### src/design/lup_pkg.sv
// Shared types, constants and micro-program tables for the lens undistortion block.
package lup_pkg;

    localparam int MAX_ITERATIONS  = 20;
    localparam int COORD_FRAC_BITS = 4;
    localparam int UP_SHIFT        = 32 - COORD_FRAC_BITS;
    localparam int ITER_W          = $clog2(MAX_ITERATIONS + 1);
    localparam int DIV_W           = 64;
    localparam int DIV_CNT_W       = $clog2(DIV_W);
    localparam int MUL_W           = 26;
    localparam int PROD_W          = 2 * MUL_W;
    localparam int STEP_W          = 6;

    localparam logic signed [23:0] QMAX = 24'sh7FFFFF;
    localparam logic signed [23:0] QMIN = 24'sh800000;
    localparam logic signed [27:0] QONE = 28'sh0100000;
    localparam logic signed [19:0] OMAX = 20'sh7FFFF;
    localparam logic signed [19:0] OMIN = 20'sh80000;

    localparam logic [2:0] REG_FOCAL  = 3'd0;
    localparam logic [2:0] REG_CENTER = 3'd1;
    localparam logic [2:0] REG_SKEW   = 3'd2;
    localparam logic [2:0] REG_K1     = 3'd3;
    localparam logic [2:0] REG_K2     = 3'd4;
    localparam logic [2:0] REG_K3     = 3'd5;
    localparam logic [2:0] REG_P1     = 3'd6;
    localparam logic [2:0] REG_P2     = 3'd7;

    localparam logic [STEP_W-1:0] PRE_LEN  = 6'd13;
    localparam logic [STEP_W-1:0] LOOP_LEN = 6'd35;
    localparam logic [STEP_W-1:0] POST_LEN = 6'd6;

    typedef enum logic [5:0] {
        OP_NOP, OP_DIVY_GO, OP_DIVY_END, OP_M_SKDY, OP_W_SKDY, OP_DIVX_GO, OP_DIVX_END,
        OP_M_FXFX, OP_THRX_GO, OP_THRX_END, OP_M_FYFY, OP_THRY_GO, OP_THRY_END, OP_INIT,
        OP_M_XX, OP_W_X2, OP_M_YY, OP_W_Y2, OP_M_XY, OP_W_XY, OP_R2, OP_M_R4, OP_W_R4,
        OP_M_R6, OP_W_R6, OP_M_K1R2, OP_W_K1, OP_M_K2R4, OP_W_ACC, OP_M_K3R6, OP_W_RAD,
        OP_TXY, OP_M_RADX, OP_W_SET, OP_M_P1XY, OP_W_ACC2, OP_M_P2TX, OP_W_DDX,
        OP_M_RADY, OP_M_P1TY, OP_M_P2XY, OP_W_DDY, OP_EXY, OP_M_EXEX, OP_W_ERR,
        OP_M_EYEY, OP_W_UPD, OP_M_SKUY, OP_W_T, OP_M_FXT, OP_W_OX, OP_M_FYUY, OP_W_OY
    } op_t;

    typedef enum logic [2:0] {
        S_IDLE, S_PRE, S_WAIT, S_LOOP, S_CHECK, S_POST, S_OUT
    } state_t;

    typedef struct packed {
        op_t  op;
        logic capture;
        logic load_out;
    } cmd_t;

    typedef struct packed {
        logic div_done;
        logic conv;
    } stat_t;

    typedef struct packed {
        logic [23:0]        fx;
        logic [23:0]        fy;
        logic [15:0]        cx;
        logic [15:0]        cy;
        logic signed [17:0] alpha;
        logic signed [23:0] k1;
        logic signed [23:0] k2;
        logic signed [23:0] k3;
        logic signed [23:0] p1;
        logic signed [23:0] p2;
    } cfg_t;

    function automatic logic is_div_start(input op_t op);
        return (op == OP_DIVY_GO) || (op == OP_DIVX_GO) ||
               (op == OP_THRX_GO) || (op == OP_THRY_GO);
    endfunction

    function automatic op_t pre_op(input logic [STEP_W-1:0] step);
        case (step)
            6'd0:    return OP_DIVY_GO;
            6'd1:    return OP_DIVY_END;
            6'd2:    return OP_M_SKDY;
            6'd3:    return OP_W_SKDY;
            6'd4:    return OP_DIVX_GO;
            6'd5:    return OP_DIVX_END;
            6'd6:    return OP_M_FXFX;
            6'd7:    return OP_THRX_GO;
            6'd8:    return OP_THRX_END;
            6'd9:    return OP_M_FYFY;
            6'd10:   return OP_THRY_GO;
            6'd11:   return OP_THRY_END;
            6'd12:   return OP_INIT;
            default: return OP_NOP;
        endcase
    endfunction

    function automatic op_t loop_op(input logic [STEP_W-1:0] step);
        case (step)
            6'd0:    return OP_M_XX;
            6'd1:    return OP_W_X2;
            6'd2:    return OP_M_YY;
            6'd3:    return OP_W_Y2;
            6'd4:    return OP_M_XY;
            6'd5:    return OP_W_XY;
            6'd6:    return OP_R2;
            6'd7:    return OP_M_R4;
            6'd8:    return OP_W_R4;
            6'd9:    return OP_M_R6;
            6'd10:   return OP_W_R6;
            6'd11:   return OP_M_K1R2;
            6'd12:   return OP_W_K1;
            6'd13:   return OP_M_K2R4;
            6'd14:   return OP_W_ACC;
            6'd15:   return OP_M_K3R6;
            6'd16:   return OP_W_RAD;
            6'd17:   return OP_TXY;
            6'd18:   return OP_M_RADX;
            6'd19:   return OP_W_SET;
            6'd20:   return OP_M_P1XY;
            6'd21:   return OP_W_ACC2;
            6'd22:   return OP_M_P2TX;
            6'd23:   return OP_W_DDX;
            6'd24:   return OP_M_RADY;
            6'd25:   return OP_W_SET;
            6'd26:   return OP_M_P1TY;
            6'd27:   return OP_W_ACC;
            6'd28:   return OP_M_P2XY;
            6'd29:   return OP_W_DDY;
            6'd30:   return OP_EXY;
            6'd31:   return OP_M_EXEX;
            6'd32:   return OP_W_ERR;
            6'd33:   return OP_M_EYEY;
            6'd34:   return OP_W_UPD;
            default: return OP_NOP;
        endcase
    endfunction

    function automatic op_t post_op(input logic [STEP_W-1:0] step);
        case (step)
            6'd0:    return OP_M_SKUY;
            6'd1:    return OP_W_T;
            6'd2:    return OP_M_FXT;
            6'd3:    return OP_W_OX;
            6'd4:    return OP_M_FYUY;
            6'd5:    return OP_W_OY;
            default: return OP_NOP;
        endcase
    endfunction

endpackage

### src/design/lup_ctrl.sv
// Controller: sequences the micro-operations and owns the stream handshakes.
module lup_ctrl (
    input  logic           clk,
    input  logic           rst_n,
    input  logic           s_tvalid,
    output logic           s_tready,
    output logic           m_tvalid,
    input  logic           m_tready,
    input  lup_pkg::stat_t stat,
    output lup_pkg::cmd_t  cmd
);
    import lup_pkg::*;

    state_t              state_reg, state_next;
    logic [STEP_W-1:0]   step_reg, step_next;
    logic [ITER_W-1:0]   iter_reg, iter_next;
    logic                out_valid_reg, out_valid_next;

    always_ff @(posedge clk or negedge rst_n)
    begin
        if (!rst_n)
        begin
            state_reg     <= S_IDLE;
            step_reg      <= '0;
            iter_reg      <= '0;
            out_valid_reg <= 1'b0;
        end
        else
        begin
            state_reg     <= state_next;
            step_reg      <= step_next;
            iter_reg      <= iter_next;
            out_valid_reg <= out_valid_next;
        end
    end

    always_comb
    begin
        state_next   = state_reg;
        step_next    = step_reg;
        iter_next    = iter_reg;
        s_tready     = 1'b0;
        cmd.op       = OP_NOP;
        cmd.capture  = 1'b0;
        cmd.load_out = 1'b0;
        case (state_reg)
            S_IDLE:
            begin
                s_tready = 1'b1;
                if (s_tvalid)
                begin
                    cmd.capture = 1'b1;
                    step_next   = '0;
                    state_next  = S_PRE;
                end
            end
            S_PRE:
            begin
                cmd.op    = pre_op(step_reg);
                step_next = step_reg + 1'b1;
                if (is_div_start(cmd.op))
                    state_next = S_WAIT;
                else if (step_reg == PRE_LEN - 1'b1)
                begin
                    step_next  = '0;
                    iter_next  = '0;
                    state_next = S_LOOP;
                end
            end
            S_WAIT:
            begin
                if (stat.div_done)
                    state_next = S_PRE;
            end
            S_LOOP:
            begin
                cmd.op    = loop_op(step_reg);
                step_next = step_reg + 1'b1;
                if (step_reg == LOOP_LEN - 1'b1)
                    state_next = S_CHECK;
            end
            S_CHECK:
            begin
                step_next = '0;
                iter_next = iter_reg + 1'b1;
                if (stat.conv || (iter_reg == ITER_W'(MAX_ITERATIONS - 1)))
                    state_next = S_POST;
                else
                    state_next = S_LOOP;
            end
            S_POST:
            begin
                cmd.op    = post_op(step_reg);
                step_next = step_reg + 1'b1;
                if (step_reg == POST_LEN - 1'b1)
                    state_next = S_OUT;
            end
            S_OUT:
            begin
                if (!out_valid_reg || m_tready)
                begin
                    cmd.load_out = 1'b1;
                    state_next   = S_IDLE;
                end
            end
            default: state_next = S_IDLE;
        endcase
    end

    always_comb
    begin
        if (cmd.load_out)
            out_valid_next = 1'b1;
        else if (m_tready)
            out_valid_next = 1'b0;
        else
            out_valid_next = out_valid_reg;
    end

    assign m_tvalid = out_valid_reg;
endmodule

### config.mk
export PLATFORM = sky130hd
export DESIGN_NAME = lup_ctrl
export DESIGN_NICKNAME = d
export VERILOG_FILES = /design/src/design/lup_pkg.sv /design/src/design/lup_ctrl.sv
export SDC_FILE = /design/constraint.sdc
export NUM_CORES = 1
export LEC_CHECK = 0
export ABC_AREA = 1
export BUFFER_PORTS_ARGS = -buffer_cell sky130_fd_sc_hd__buf_2
export CORE_ASPECT_RATIO = 1.25
export CORE_MARGIN = 2
export CORE_UTILIZATION = 46
export DETAILED_ROUTE_END_ITERATION = 8
export PLACE_DENSITY_LB_ADDON = 0.12
export SETUP_SLACK_MARGIN = 0.1
export SYNTH_ARGS = -nofsm -noshare
export SYNTH_HDL_FRONTEND = slang
export SYNTH_SLANG_ARGS = --single-unit
### constraint.sdc
create_clock -name clk -period 4.75 [get_ports clk]
set_input_delay 0.7125 -clock clk [delete_from_list [all_inputs] [get_ports clk]]
set_output_delay 0.7125 -clock clk [all_outputs]
set_load 0.02 [all_outputs]
==> flow_summary_export.csv <==
group,metric,value,unit
clock_tree,cts.reportedPaths.clkPinSlew,0.06,ns
power,vdd_drop_max,0.395,mV
yosys,synth.most_common_cell,"nand2_1",
drt,postRouteAntennaNets,0,
sta,finalHoldViolations,0,
clock_tree,clock-root-buffer,"clkbuf_8",
outcome,outcome,"finished, final reports clean",
grt,antenna_found_initial,0,
run,drv_cap,0,
clock_tree,clock_path_buffers,2,
placed_design,place_congestion,0.932,
clock_tree,post-cts-setup-buffers,0,
yosys,ys_top_cells_by_area,"dfrtp_1 23%, nand2_1 15%, ha_1 11%",
sta,worstMarginPinSlew,0.622,ns
worst_setup_path,cpPeakStageDelay,0.47,ns
finish,antenna_cells,0,
yosys,synth_cell_types,37,
yosys,synth_top_cell_by_area,"dfrtp_1",
finish,fin_nets,267,
clock_tree,htreeDepth,1,
sta,rsz0062_at_grt,"false",
clock_tree,cts_hold_buf,0,
yosys,netlist_instances,233,
power,p_leak,0.969,nW
worst_setup_path,crit_arrival,2.02,ns
placed_design,place_hpwl,3060,um
sta,relSlewSlack,58.5,%
min_path,hold_path.class,"input pin to asynchronous set/reset pin",
floorplanning,die_h,70.2,um
sta,post-route-period-util,57.5,%
finish,drive_above_1_share,23.2,%
drt,drt_first_iter_violations,44,
clock_tree,cts_made_buffers,3,
grt,grt_max_degree,16,
finish,finalNonFillerCells,285,
floorplanning,dieArea,4000,um2
clock_tree,clkSinkCount,15,
sta,setup_viol,0,
yosys,synthFlopType,"dfrtp_1",
floorplanning,pin_count,16,
grt,grtUsageTotal,20.5,%
sta,fin_skew,0.000916,ns
yosys,ys_ff_latch,15,
grt,grt_pass1_wl,6450,um
yosys,yosysSeqAreaShare,23.3,%
placed_design,dp.cells,281,
worst_setup_path,worstPathCellList,"inv_1 -> ha_1 -> nand2_1 -> nor2_1 -> nor2_1 -> nand3_1 -> o21ai_1 -> o221ai_1 -> buf_2",
worst_setup_path,worstReg2RegStart,"step_reg[0]",
yosys,synth_common_cells,"63 x nand2_1, 26 x nor2_1, 19 x inv_1",
sta,slew_viol_final,0,
yosys,synthArstFlopShare,100,%
power,cellPowerDensity,559,nW/um2
yosys,avgSynthCellArea,6.92,um2
worst_setup_path,endpoint_kind,"output port",
floorplanning,start_util,47.1,%
worst_setup_path,worstSetupPathType,"flip-flop to output port",
floorplanning,rows,24,
floorplanning,coreArea,3420,um2
drt,vias_per_cell,5.20,
grt,first_global_vias,1433,
yosys,syn_area,1610,um2
drt,num_vias,1481,
placed_design,io_buffer_count,15,
worst_setup_path,cp-startpoint,"step_reg[1]",
yosys,synth_top_area_share,23.3,%
drt,drc,0,
worst_setup_path,required,4.04,ns
worst_setup_path,cp_slowest_cell,"dfrtp_1",
yosys,ys_warn_count,0,
worst_setup_path,critPathLaunchType,"flip-flop",
drt,wl_per_cell,13.6,um
floorplanning,die_w,57.0,um
clock_tree,cts.repair.resized,0,
grt,overflow,0,
drt,dr.pass1.iters,4,
worst_setup_path,crit_fanout,7,
drt,routed_wl,3860,um
clock_tree,cts_tree,"done",
finish,area_delta_synth_final,7.14,%
clock_tree,clk_latency,0.24,ns
yosys,synth_edf_count,0,
sta,layout_min_cycle_time,2.73,ns
sta,fmax,0.366,GHz
sta,setup_tns,0,ns
finish,largest_reg_flops,6,
worst_setup_path,crit_top_cell,"nor2_1",
yosys,syn_nets,253,
## logic make-up (layout without fill, tap and decap cells)
logic type	after synthesis	in the layout	share of synthesized area (%)
XOR/XNOR	3	3	1.63
flip-flops	15	15	23.3
adder cells (fa/ha/maj)	14	14	10.9
buffers and inverters	34	47	10.2
AND/OR/NAND/NOR	134	134	40.6
AO/OA/AOI/OAI	33	33	13.5
## per-layer routing
layer  wire (um)  vias to the layer above  GRT usage (%)
li1            -                      785              -
met2        2020                       32           37.7
met1        1700                      657           24.7
met5           0                        -              0
met3          79                        7           1.11
met4          70                        0           6.98
## worst max-delay path: cells and delay by family (launching register included)
| kind | cells | cell delay [ns] |
|---|---|---|
| buffers and inverters | 2 | 0.39 |
| and+or+nand+nor | 4 | 0.34 |
| adders and majority gates | 1 | 0.26 |
| DFF | 1 | 0.47 |
| AOI/OAI and AO/OA | 2 | 0.32 |
## cell usage in the layout (no fill, tap or decap), drive strengths merged
cell / instances
or2: 2
dfrtp: 15
o211ai: 2
o221ai: 2
nand4: 2
nand2: 74
xor2: 3
ha: 14
o2111ai: 1
nand3: 17
a31oi: 2
o311ai: 1
o31ai: 1
o41ai: 1
nor2: 34
nor3: 5
clkbuf: 4
a22oi: 2
inv: 28
o22ai: 1
a21oi: 4
o21ai: 12
buf: 15
o21bai: 1
a31o: 3
## cell type report
type                    count  area [um2]
repair buffers             15        75.1
multi-input cells         184        1070
fillers                   362        1700
well taps                  39        48.8
clock buffers               4        45.0
flip-flops and latches     15         375
inverters                  28         110
## through the flow
step / setup WS [ns] / area [um2] / hold WS, ns / power (W) / util, %
6_report: 2.02 / 1730 / 0.364 / 0.000966 / 50.5
4_1_cts: 1.99 / 1730 / 0.376 / 0.000968 / 50.5
3_5_place_dp: 2.26 / 1680 / 0.519 / 0.000861 / 49.2
3_3_place_gp: 2.26 / 1680 / 0.507 / 0.000860 / 49.2
5_1_grt: 1.84 / 1730 / 0.401 / 0.00106 / 50.5
2_1_floorplan: 2.37 / 1610 / 0.417 / 0.000717 / -
## power breakdown
group	total, W	switching [W]	internal [W]
Clock	0.000102	0.0000431	0.0000593
Combinational	0.000628	0.000412	0.000216
Sequential	0.000235	0.0000699	0.000165
## worst paths after layout
path                                    end  slack (ns)  depth (start not counted)
worst max register to register  step_reg[0]        2.71                         11
worst min register to register  iter_reg[1]        0.53                          2
worst max-delay path                 cmd[7]        2.02                          9
max in group asynchronous       step_reg[2]        4.13                          1
min in group clk                iter_reg[1]        0.53                          2
worst min-delay path               m_tvalid        0.36                          1
(Power assumes the default switching activity.)
